===== src/hw/rtl/pia_pkg.sv =====
package pia_pkg;

  localparam int VALUE_W = 32;
  localparam int NUM_DIGITS = 10;
  localparam int DIG_BITS = 4 * NUM_DIGITS;
  localparam int LEN_W = 4;
  localparam int MAX_PAD_WIDTH_DEF = 63;

  localparam logic [7:0] CHAR_ZERO  = 8'h30;
  localparam logic [7:0] CHAR_SPACE = 8'h20;
  localparam logic [7:0] CHAR_MINUS = 8'h2D;
  localparam logic [7:0] CHAR_A     = 8'h41;

  typedef struct packed {
    logic               start;
    logic               hex;
    logic [VALUE_W-1:0] mag;
  } conv_req_t;

  // uppercase hex digit / decimal digit to ASCII
  function automatic logic [7:0] digit_char(input logic [3:0] d);
    logic [7:0] c;
    if (d < 4'd10) begin
      c = CHAR_ZERO + {4'd0, d};
    end else begin
      c = CHAR_A + {4'd0, d} - 8'd10;
    end
    return c;
  endfunction

endpackage


===== src/hw/rtl/pia_conv.sv =====
module pia_conv import pia_pkg::*; (
  input  logic                clk,
  input  logic                rst_n,
  input  conv_req_t           req,
  output logic                done,
  output logic [DIG_BITS-1:0] digits
);

  localparam int CNT_W = $clog2(VALUE_W);

  logic                busy_r;
  logic                done_r;
  logic [CNT_W-1:0]    cnt_r;
  logic [VALUE_W-1:0]  sh_r;
  logic [DIG_BITS-1:0] bcd_r;
  logic [DIG_BITS-1:0] adj;

  // shift-and-add-3: one input bit per cycle, every BCD digit corrected in parallel
  always_comb begin
    for (int i = 0; i < NUM_DIGITS; i++) begin
      if (bcd_r[4*i +: 4] >= 4'd5) begin
        adj[4*i +: 4] = bcd_r[4*i +: 4] + 4'd3;
      end else begin
        adj[4*i +: 4] = bcd_r[4*i +: 4];
      end
    end
  end

  always_ff @(posedge clk) begin
    if (!rst_n) begin
      busy_r <= 1'b0;
      done_r <= 1'b0;
    end else begin
      done_r <= 1'b0;
      if (req.start) begin
        busy_r <= !req.hex;
        done_r <= req.hex;
      end else if (busy_r && cnt_r == CNT_W'(VALUE_W - 1)) begin
        busy_r <= 1'b0;
        done_r <= 1'b1;
      end
    end
  end

  always_ff @(posedge clk) begin
    if (req.start) begin
      cnt_r <= '0;
      sh_r  <= req.mag;
      if (req.hex) begin
        bcd_r <= DIG_BITS'(req.mag);
      end else begin
        bcd_r <= '0;
      end
    end else if (busy_r) begin
      cnt_r <= cnt_r + 1'b1;
      sh_r  <= sh_r << 1;
      bcd_r <= {adj[DIG_BITS-2:0], sh_r[VALUE_W-1]};
    end
  end

  assign done   = done_r;
  assign digits = bcd_r;

endmodule


===== src/hw/rtl/padded_integer_to_ascii_core.sv =====
// Sequence: a bit-serial conversion for decimal or a direct load for hex, then a scan that strips
// leading zeros (up to 9), then the characters, one per cycle while out_ready is high.
// Items: one at a time; in_ready is high only in the idle state;
// the bit-serial binary-to-BCD shifter sets the decimal conversion time.
// Reset: synchronous, active low; clears the controller and the output valid.
module padded_integer_to_ascii_core import pia_pkg::*; #(
  parameter int MAX_PAD_WIDTH = MAX_PAD_WIDTH_DEF
) (
  input  logic        clk,
  input  logic        rst_n,
  input  logic        in_valid,
  output logic        in_ready,
  input  logic [31:0] in_value,
  input  logic        in_radix_hex,
  input  logic        in_signed_mode,
  input  logic        in_left_justify,
  input  logic        in_zero_pad,
  input  logic [5:0]  in_pad_width,
  output logic        out_valid,
  input  logic        out_ready,
  output logic [7:0]  out_char_code,
  output logic        out_last
);

  localparam int PW = $clog2(MAX_PAD_WIDTH + 1);

  localparam logic [2:0] ST_IDLE = 3'd0;
  localparam logic [2:0] ST_CONV = 3'd1;
  localparam logic [2:0] ST_SCAN = 3'd2;
  localparam logic [2:0] ST_PRE  = 3'd3;
  localparam logic [2:0] ST_TEXT = 3'd4;
  localparam logic [2:0] ST_POST = 3'd5;

  logic [2:0]          state_r;
  logic                left_r;
  logic                zpad_r;
  logic                neg_r;
  logic                sign_r;
  logic [PW-1:0]       width_r;
  logic [PW-1:0]       pad_r;
  logic [LEN_W-1:0]    ndig_r;
  logic [DIG_BITS-1:0] dig_r;
  logic                out_valid_r;
  logic [7:0]          out_char_r;
  logic                out_last_r;

  logic                in_acc;
  logic                adv;
  logic                neg_w;
  logic [PW-1:0]       width_cap;
  logic [LEN_W-1:0]    len_w;
  logic [PW-1:0]       npad_w;
  logic [3:0]          top_dig;
  logic [7:0]          pad_char;
  conv_req_t           req;
  logic                conv_done;
  logic [DIG_BITS-1:0] conv_digits;

  assign in_ready = (state_r == ST_IDLE);
  assign in_acc   = in_valid && in_ready;
  assign adv      = !out_valid_r || out_ready;
  assign neg_w    = !in_radix_hex && in_signed_mode && in_value[31];
  assign width_cap = (32'(in_pad_width) > 32'(MAX_PAD_WIDTH)) ? PW'(MAX_PAD_WIDTH)
                                                              : PW'(in_pad_width);
  assign len_w    = ndig_r + LEN_W'(neg_r);
  assign npad_w   = (width_r > PW'(len_w)) ? (width_r - PW'(len_w)) : '0;
  assign top_dig  = dig_r[DIG_BITS-1 -: 4];
  assign pad_char = zpad_r ? CHAR_ZERO : CHAR_SPACE;

  assign req.start = in_acc;
  assign req.hex   = in_radix_hex;
  assign req.mag   = neg_w ? (32'd0 - in_value) : in_value;

  pia_conv u_conv (
    .clk    (clk),
    .rst_n  (rst_n),
    .req    (req),
    .done   (conv_done),
    .digits (conv_digits)
  );

  always_ff @(posedge clk) begin
    if (!rst_n) begin
      state_r     <= ST_IDLE;
      out_valid_r <= 1'b0;
    end else begin
      // emitting states reload the output themselves whenever it is taken
      if (out_ready && !(state_r == ST_PRE || state_r == ST_TEXT || state_r == ST_POST)) begin
        out_valid_r <= 1'b0;
      end
      unique case (state_r)
        ST_IDLE: begin
          if (in_acc) begin
            state_r <= ST_CONV;
          end
        end
        ST_CONV: begin
          if (conv_done) begin
            state_r <= ST_SCAN;
          end
        end
        ST_SCAN: begin
          if (!(top_dig == 4'd0 && ndig_r > LEN_W'(1))) begin
            state_r <= (!left_r && npad_w != '0) ? ST_PRE : ST_TEXT;
          end
        end
        ST_PRE: begin
          if (adv) begin
            out_valid_r <= 1'b1;
            if (pad_r == PW'(1)) begin
              state_r <= ST_TEXT;
            end
          end
        end
        ST_TEXT: begin
          if (adv) begin
            out_valid_r <= 1'b1;
            if (!sign_r && ndig_r == LEN_W'(1)) begin
              state_r <= (left_r && pad_r != '0) ? ST_POST : ST_IDLE;
            end
          end
        end
        ST_POST: begin
          if (adv) begin
            out_valid_r <= 1'b1;
            if (pad_r == PW'(1)) begin
              state_r <= ST_IDLE;
            end
          end
        end
        default: state_r <= ST_IDLE;
      endcase
    end
  end

  always_ff @(posedge clk) begin
    if (in_acc) begin
      left_r  <= in_left_justify;
      zpad_r  <= in_zero_pad;
      neg_r   <= neg_w;
      width_r <= width_cap;
    end
    if (conv_done) begin
      dig_r  <= conv_digits;
      ndig_r <= LEN_W'(NUM_DIGITS);
      sign_r <= neg_r;
    end
    // strip leading zeros, keeping at least one digit
    if (state_r == ST_SCAN) begin
      if (top_dig == 4'd0 && ndig_r > LEN_W'(1)) begin
        dig_r  <= dig_r << 4;
        ndig_r <= ndig_r - 1'b1;
      end else begin
        pad_r <= npad_w;
      end
    end
    if (adv) begin
      if (state_r == ST_PRE) begin
        out_char_r <= pad_char;
        out_last_r <= 1'b0;
        pad_r      <= pad_r - 1'b1;
      end else if (state_r == ST_TEXT) begin
        if (sign_r) begin
          out_char_r <= CHAR_MINUS;
          out_last_r <= 1'b0;
          sign_r     <= 1'b0;
        end else begin
          out_char_r <= digit_char(top_dig);
          out_last_r <= (ndig_r == LEN_W'(1)) && !(left_r && pad_r != '0);
          dig_r      <= dig_r << 4;
          ndig_r     <= ndig_r - 1'b1;
        end
      end else if (state_r == ST_POST) begin
        out_char_r <= pad_char;
        out_last_r <= (pad_r == PW'(1));
        pad_r      <= pad_r - 1'b1;
      end
    end
  end

  assign out_valid     = out_valid_r;
  assign out_char_code = out_char_r;
  assign out_last      = out_last_r;

  a_conv_done_in_conv: assert property (@(posedge clk) disable iff (!rst_n)
    conv_done |-> state_r == ST_CONV)
    else $error("conversion finished outside the conversion phase");

  a_text_has_digit: assert property (@(posedge clk) disable iff (!rst_n)
    state_r == ST_TEXT |-> ndig_r != '0)
    else $error("text phase with no digit left");

  a_last_ends_item: assert property (@(posedge clk) disable iff (!rst_n)
    (adv && (state_r == ST_TEXT || state_r == ST_POST) && state_r != ST_IDLE)
      |=> (out_last_r == (state_r == ST_IDLE)))
    else $error("last flag does not match the end of the item");

  a_accept_starts_conv: assert property (@(posedge clk) disable iff (!rst_n)
    in_acc |=> state_r == ST_CONV)
    else $error("accepted item did not start conversion");

endmodule

===== config.mk =====
export PLATFORM = sky130hd
export DESIGN_NAME = padded_integer_to_ascii_core
export DESIGN_NICKNAME = d
export VERILOG_FILES = /design/src/hw/rtl/pia_pkg.sv /design/src/hw/rtl/pia_conv.sv /design/src/hw/rtl/padded_integer_to_ascii_core.sv
export SDC_FILE = /design/constraint.sdc
export NUM_CORES = 1
export LEC_CHECK = 0
export BUFFER_PORTS_ARGS = -buffer_cell sky130_fd_sc_hd__buf_2
export CAP_MARGIN = 40
export CORE_MARGIN = 2
export CORE_UTILIZATION = 40
export DETAILED_ROUTE_END_ITERATION = 7
export MAX_ROUTING_LAYER = met4
export PLACE_DENSITY = 0.6
export SETUP_SLACK_MARGIN = 0.05
export SLEW_MARGIN = 20
export SYNTH_ARGS = -nofsm -noshare
export SYNTH_HDL_FRONTEND = slang
export SYNTH_SLANG_ARGS = --single-unit

===== constraint.sdc =====
create_clock -name clk -period 6.73 [get_ports clk]
set_input_delay 1.0095 -clock clk [delete_from_list [all_inputs] [get_ports clk]]
set_output_delay 1.0095 -clock clk [all_outputs]
set_load 0.02 [all_outputs]

======== After elaboration in Yosys (flattened, before gate mapping) ========
Index checks and enable logic that the tools add are counted.
W data, S select, Z words.
operators by class
  add/sub/neg operators ................... 19
  multipliers ............................. 0
  divide/modulo/power cells ............... 0
  magnitude comparators ................... 13
  equality and inequality tests ........... 17
  shifts and indexed selects .............. 0
  mux-type cells .......................... 70
  bitwise logic cells ..................... 0
  reductions and logical operators ........ 29
operators by type and width
  kind                     number
  $mux W40                 9
  $mux W32                 4
  $mux W4                  16
  $mux W6                  7
  $ge A4 B3 Y1 const B     10
  $mux W8                  5
  $add A4 B2 Y4 const B    9
  $mux W3                  12
  $sub A1 B32 Y32 const A  1
  $pmux W3 S6              1
  $mux W1                  15
  $reduce_bool A6 Y1       2
  $logic_and A1 B1 Y1      10
  $ne A2 B1 Y1 const B     5
  $reduce_and A9 Y1        1
  $add A7 B4 Y8 const A    1
  $ne A2 B2 Y1 const B     4
  $sub A8 B4 Y8 const B    1
  $add A6 B4 Y7 const A    1
  $eq A3 B2 Y1 const B     2
  $eq A3 B3 Y1 const B     2
  $eq A6 B1 Y1 const B     1
  $gt A6 B4 Y1             1
  $logic_not A1 Y1         6
  19 further kinds         22
word-level totals
  bits in registers ....................... 152
  latch bits .............................. 0
  bits in writable memories ............... 0
  ROM bits ................................ 0
  input port bits ......................... 46
  output and inout bits ................... 11
  word-level logic and storage cells ...... 165
  memories ................................ 0

======== Longest topological paths before layout ========
  word-level depth ........................ 9
  mapped depth ............................ 11
  depth with buffers taken out ............ 10

======== By module ========
From an unflattened synthesis, not the netlist that was laid out.
unflattened totals
  cells, all modules ...................... 888
  area, all modules ....................... 8782.2 um^2
modules (own cells, without submodules)
  module                        times used  cells each  area an instance (um^2)  seq. area each (um^2)
  pia_conv                      1           403         4515.6                   2302.2
  padded_integer_to_ascii_core  1           485         4266.6                   1611.5

======== Least setup slack after synthesis ========
Ideal clock, no wire load.
  path kind ............................... reg-to-reg
  from .................................... register state_r[1]
  to ...................................... register u_conv.bcd_r[0], in the netlist u_conv.digits[0] (enable)
  setup time .............................. 0.442 ns
  arrival ................................. 2.993 ns
  required time ........................... 6.288 ns
  path slack .............................. 3.295 ns
  cell stages (with the launch flop) ...... 5
  path buffers ............................ 1
  period minus slack after synthesis ...... 3.435 ns
  path through ............................ dfxtp_1 > nor3_1 > nand2_1 > clkbuf_1 > nand2b_1
on the way
  longest elaborated chain between the ends .. 3
RTL lines
  element                              RTL line                             source
  start: declaration                   padded_integer_to_ascii_core.sv:34   logic [2:0] state_r;
  start signal: assignment             padded_integer_to_ascii_core.sv:104  state_r <= (!left_r && npad_w != '0) ? ST_PRE : ST_TEXT;
  start signal: assignment             padded_integer_to_ascii_core.sv:119  state_r <= (left_r && pad_r != '0) ? ST_POST : ST_IDLE;
  $logic_not A3 Y1                     padded_integer_to_ascii_core.sv:59   assign in_ready = (state_r == ST_IDLE);
  net in_ready                         padded_integer_to_ascii_core.sv:12   output logic in_ready,
  $logic_and A1 B1 Y1                  padded_integer_to_ascii_core.sv:60   assign in_acc = in_valid && in_ready;
  $reduce_bool A2 Y1 (no source line)  n/a
  end signal: assignment               pia_conv.sv:50                       bcd_r <= DIG_BITS'(req.mag);
  end signal: assignment               pia_conv.sv:57                       bcd_r <= {adj[DIG_BITS-2:0], sh_r[VALUE_W-1]};
  end: declaration                     pia_conv.sv:15                       logic [DIG_BITS-1:0] bcd_r;
The timed path passes the listed nets, and every way through them passes these cells.
A chain may end at the register's enable or synchronous reset.

======== Worst setup path in the final report ========
  from .................................... register neg_r
  to ...................................... register state_r[2]
on the way
  longest elaborated chain between the ends .. 8
  elaborated cells on any way between the ends .. 9
  classes of those cells .................. 2 x add/sub; 1 x order compare; 4 x mux; 2 x reduce/logical
RTL lines
  element                                               RTL line                             source
  start: declaration                                    padded_integer_to_ascii_core.sv:37   logic neg_r;
  start signal: assignment                              padded_integer_to_ascii_core.sv:140  neg_r <= neg_w;
  $add A4 B1 Y4 (*)                                     padded_integer_to_ascii_core.sv:65   assign len_w = ndig_r + LEN_W'(neg_r);
  $sub A6 B4 Y6 / $gt A6 B4 Y1 (equally long branches)  padded_integer_to_ascii_core.sv:66   assign npad_w = (width_r > PW'(len_w)) ? (width_r - PW'(len_w)) : '0;
  $mux W6 (*)                                           padded_integer_to_ascii_core.sv:66
  $reduce_bool A6 Y1 (*)                                padded_integer_to_ascii_core.sv:104
  $logic_and A1 B1 Y1 (*)                               padded_integer_to_ascii_core.sv:104
  $mux W3 (*)                                           padded_integer_to_ascii_core.sv:104
  $mux W3 (*)                                           padded_integer_to_ascii_core.sv:103  if (!(top_dig == 4'd0 && ndig_r > LEN_W'(1))) begin
  $pmux W3 S6 (*)                                       padded_integer_to_ascii_core.sv:91   unique case (state_r)
Mark *: on every way between the ends. The rest lies on a longest branch, timed or not. The select of a mux whose other input is x is not followed.

==> flow_summary.ini <==
[drt]
vias_per_cell = 5.15
vias = 6137
wl_per_cell_um = 14.0
ant_nets = 0
firstDrtPassIters = 4
drt-initial-drc-count = 394
drc = 0
finalWirelength_mm = 16.7

[cts]
cts_setup_buffers = 0
cts-root-buf = clkbuf_16
cts_tree = yes
cts-resized-gates = 0
clock_sinks = 151
clk_path_buf_depth = 2
path_clk_slew_ps = 60
clk_latency_ps = 430
cts-htree-levels = 4
cts_hold_buf = 0
cts_made_buffers = 17

[grt]
grt-ovfl-total = 0
antenna_found_initial = 0
grt_pass1_wl_mm = 28.7
grt_max_degree = 85
grt_use_total_pct = 16.6
first_global_vias = 5980

[timing]
tns_ps = 0
worstMarginPinSlew_ps = 784
setup_slack_ps = 3760
slew_viol_final = 0
finalSetupViolCount = 0
max_slew_margin_pct = 47.8
hold_viol_final = 0
fin_crit_sh_pct = 44.2
fin_worst_skew_ps = 12.2
rsz0062_at_grt = false
finalCriticalPeriod_ps = 2970
timing.fmax_mhz = 336

[final_layout]
finalInstanceArea_sq_um = 9410
drive_above_1_share_pct = 11.7
antennaDiodeCount = 0
fin_cells = 1191
areaGrowthSynthToFinish_pct = 13.8
fin_nets = 989
num-fill-cells = 1941

[synthesis]
ys_seq_area_share_pct = 47.3
syn_avg_cell_area_sq_um = 9.50
postSynth.asyncResetShare_pct = 0
synth-main-ff-cell = edfxtp_1
synth_cells = 871
synth_cell_types = 64
yosysWarnings = 0
synth_edf_count = 89
synth_area_sq_um = 8270
syn-num-nets = 952
synth_seq_cells = 151

[critical_path]
timing.rr.end = state_r[2]$_SDFFE_PN0P_
path_max_fanout = 5
r2r_start = neg_r$_DFFE_PP_
r2r_slack_ps = 3760
crit_path_end = state_r[2]$_SDFFE_PN0P_
startpoint = neg_r$_DFFE_PP_
cp_common_cell = ha_1
cp.required_ps = 7050
critPathArrivalTime_ps = 3290
path_class = reg -> reg
worstPathCellList = ha_1 > ha_1 > fa_1 > nand2b_1 > a21oi_1 > a211o_1 > o41a_1 > nor4_1 > o311a_1
cp_num_buf_inv = 0
crit_path_end_kind = register
crit_slowest_cell = edfxtp_1
slowest_delay_ps = 460
start_kind = register
crit_family = compound AO/OA/AOI/OAI gates
cp.depth = 9
rr_worst_depth = 9

[floorplanning]
design.core.area_sq_um = 20200
io_pins = 57
row_count = 52
initial_utilization_pct = 40.9
dieArea_sq_um = 21800
die_x_um = 148
die_h_um = 148

[outcome]
status = completed

[placed_design]
dp_hpwl_mm = 11.4
dp_slack_ps = 3170
port-buffer-count = 55
gp_congestion = 0.801
placed_cells = 1158
dpl_cell_area_sq_um = 8760

[pwr]
p_per_area_nw_per_um2 = 489
ir_drop_v = 0.000231
power.total_w = 0.00460
leakagePower_nw = 3.50

[hold_path]
hold_path.class = reg -> reg

[job]
drv_cap = 0
==> metrics by stage <==
stage | util [%] | hold slack, ps
final | 46.5 | 451
after global routing | 46.5 | 480
after CTS | 46.5 | 453
after detailed placement | 43.3 | 443
after global placement | 43.2 | 439
after floorplan | - | 424
==> cell usage in the layout, fill, tap and decap left out, types with 3 or more instances in the layout <==
master     synthesis  final
nor3_1            18     18
nand2b_1          16     15
ha_1              34     34
dfxtp_1           62     61
xnor2_1           36     36
a311oi_1           3      3
o21ai_0           56     56
buf_2              7     55
bufinv_16          0      5
nand4_1            3      3
nand3_1           41     41
edfxtp_1          89     89
clkinv_2           0      5
o21ai_1           49     49
nor2b_1            5      5
inv_1             42     42
a21oi_1           65     65
or3_1              4      4
clkbuf_16          0     17
a31oi_1            9      9
nand2_1           90     89
buf_4              3      5
o211ai_1           3      3
nor3b_1            9      9
xor2_1            22     22
o31ai_1           12     12
nor2_1            66     66
a211oi_1           4      4
mux2i_1           48     48
==> cell type report <==
| type | instances | area, sq um | area share (%) |
|---|---|---|---|
| Tap cell | 270 | 338 | 3.59 |
| Multi-Input combinational cell | 632 | 4010 | 42.6 |
| Sequential cell | 151 | 3920 | 41.6 |
| Clock inverter | 14 | 208 | 2.21 |
| Timing Repair Buffer | 62 | 344 | 3.66 |
| Inverter | 44 | 165 | 1.75 |
| Clock buffer | 18 | 429 | 4.56 |
==> worst reg2reg max path, cell delays in order, from the launching register on <==
cell      delay, ps
edfxtp_1        460
ha_1            260
ha_1            320
fa_1            450
nand2b_1        160
a21oi_1         330
a211o_1         280
o41a_1          200
nor4_1           60
o311a_1         360
==> cell families (layout without fill, tap and decap cells) <==
family,Yosys count,count (layout),share of synthesized area (%)
compound gates,222,222,15.4
mux,48,48,5.81
xor+xnor,58,58,6.14
other cells,1,1,0.0453
simple gates,268,268,15.5
flops,151,151,47.3
buf+inv,88,138,4.37
fa+ha+maj,35,35,5.38
==> synth_stat cells (9+ instances only) <==
master | count | share of area, %
nand2b_1 | 16 | 1.2
clkbuf_1 | 29 | 1.3
mux2i_1 | 48 | 5.8
ha_1 | 34 | 5.1
a31oi_1 | 9 | 0.68
o21ai_1 | 49 | 3.0
nor3b_1 | 9 | 0.82
inv_1 | 42 | 1.9
a21oi_1 | 65 | 3.9
nor2_1 | 66 | 3.0
xor2_1 | 22 | 2.3
o31ai_1 | 12 | 1.1
edfxtp_1 | 89 | 32
xnor2_1 | 36 | 3.8
nor3_1 | 18 | 1.1
o21ai_0 | 56 | 3.4
nand2_1 | 90 | 4.1
nand3_1 | 41 | 2.5
dfxtp_1 | 62 | 15
==> report_power, final <==
| group | switching [W] | leakage (nW) | internal, W |
|---|---|---|---|
| combinational | 0.000995 | 1.80 | 0.000681 |
| clock | 0.000384 | 0.309 | 0.000655 |
| sequential | 0.000320 | 1.38 | 0.00157 |
==> registers in the layout (all words and copies together), names as in the netlist, 3 cells and up <==
| signal | count |
|---|---|
| u_conv.cnt_r | 5 |
| width_r | 6 |
| pad_r | 6 |
| ndig_r | 4 |
| state_r | 3 |
| dig_r | 40 |
| out_char_code | 7 |
| u_conv.sh_r | 32 |
| u_conv.digits | 40 |
==> layer usage <==
layer / part of all wire [%] / GRT usage (%) / routed length, um / vias to the layer above
met5: 0 / - / 0 / -
met4: 1.1 / 4.33 / 191 / 0
met3: 3.4 / 3.33 / 567 / 13
met2: 43 / 24.9 / 7240 / 100
met1: 52 / 22.9 / 8670 / 2862
li1: - / - / - / 3162
==> how the worst min path moves through the flow <==
stage                                 start                 to  slack (ps)  cells past startpoint
after floorplan            dig_r[9]$_DFF_P_  dig_r[13]$_DFF_P_         420                      2
after global placement    dig_r[24]$_DFF_P_  dig_r[28]$_DFF_P_         440                      2
after detailed placement  dig_r[15]$_DFF_P_  dig_r[19]$_DFF_P_         440                      2
after CTS                 dig_r[18]$_DFF_P_  dig_r[22]$_DFF_P_         450                      2
after global routing       dig_r[3]$_DFF_P_   dig_r[7]$_DFF_P_         480                      2
final                     dig_r[18]$_DFF_P_  dig_r[22]$_DFF_P_         450                      2
No activity file was read; power rests on OpenSTA's default activity.
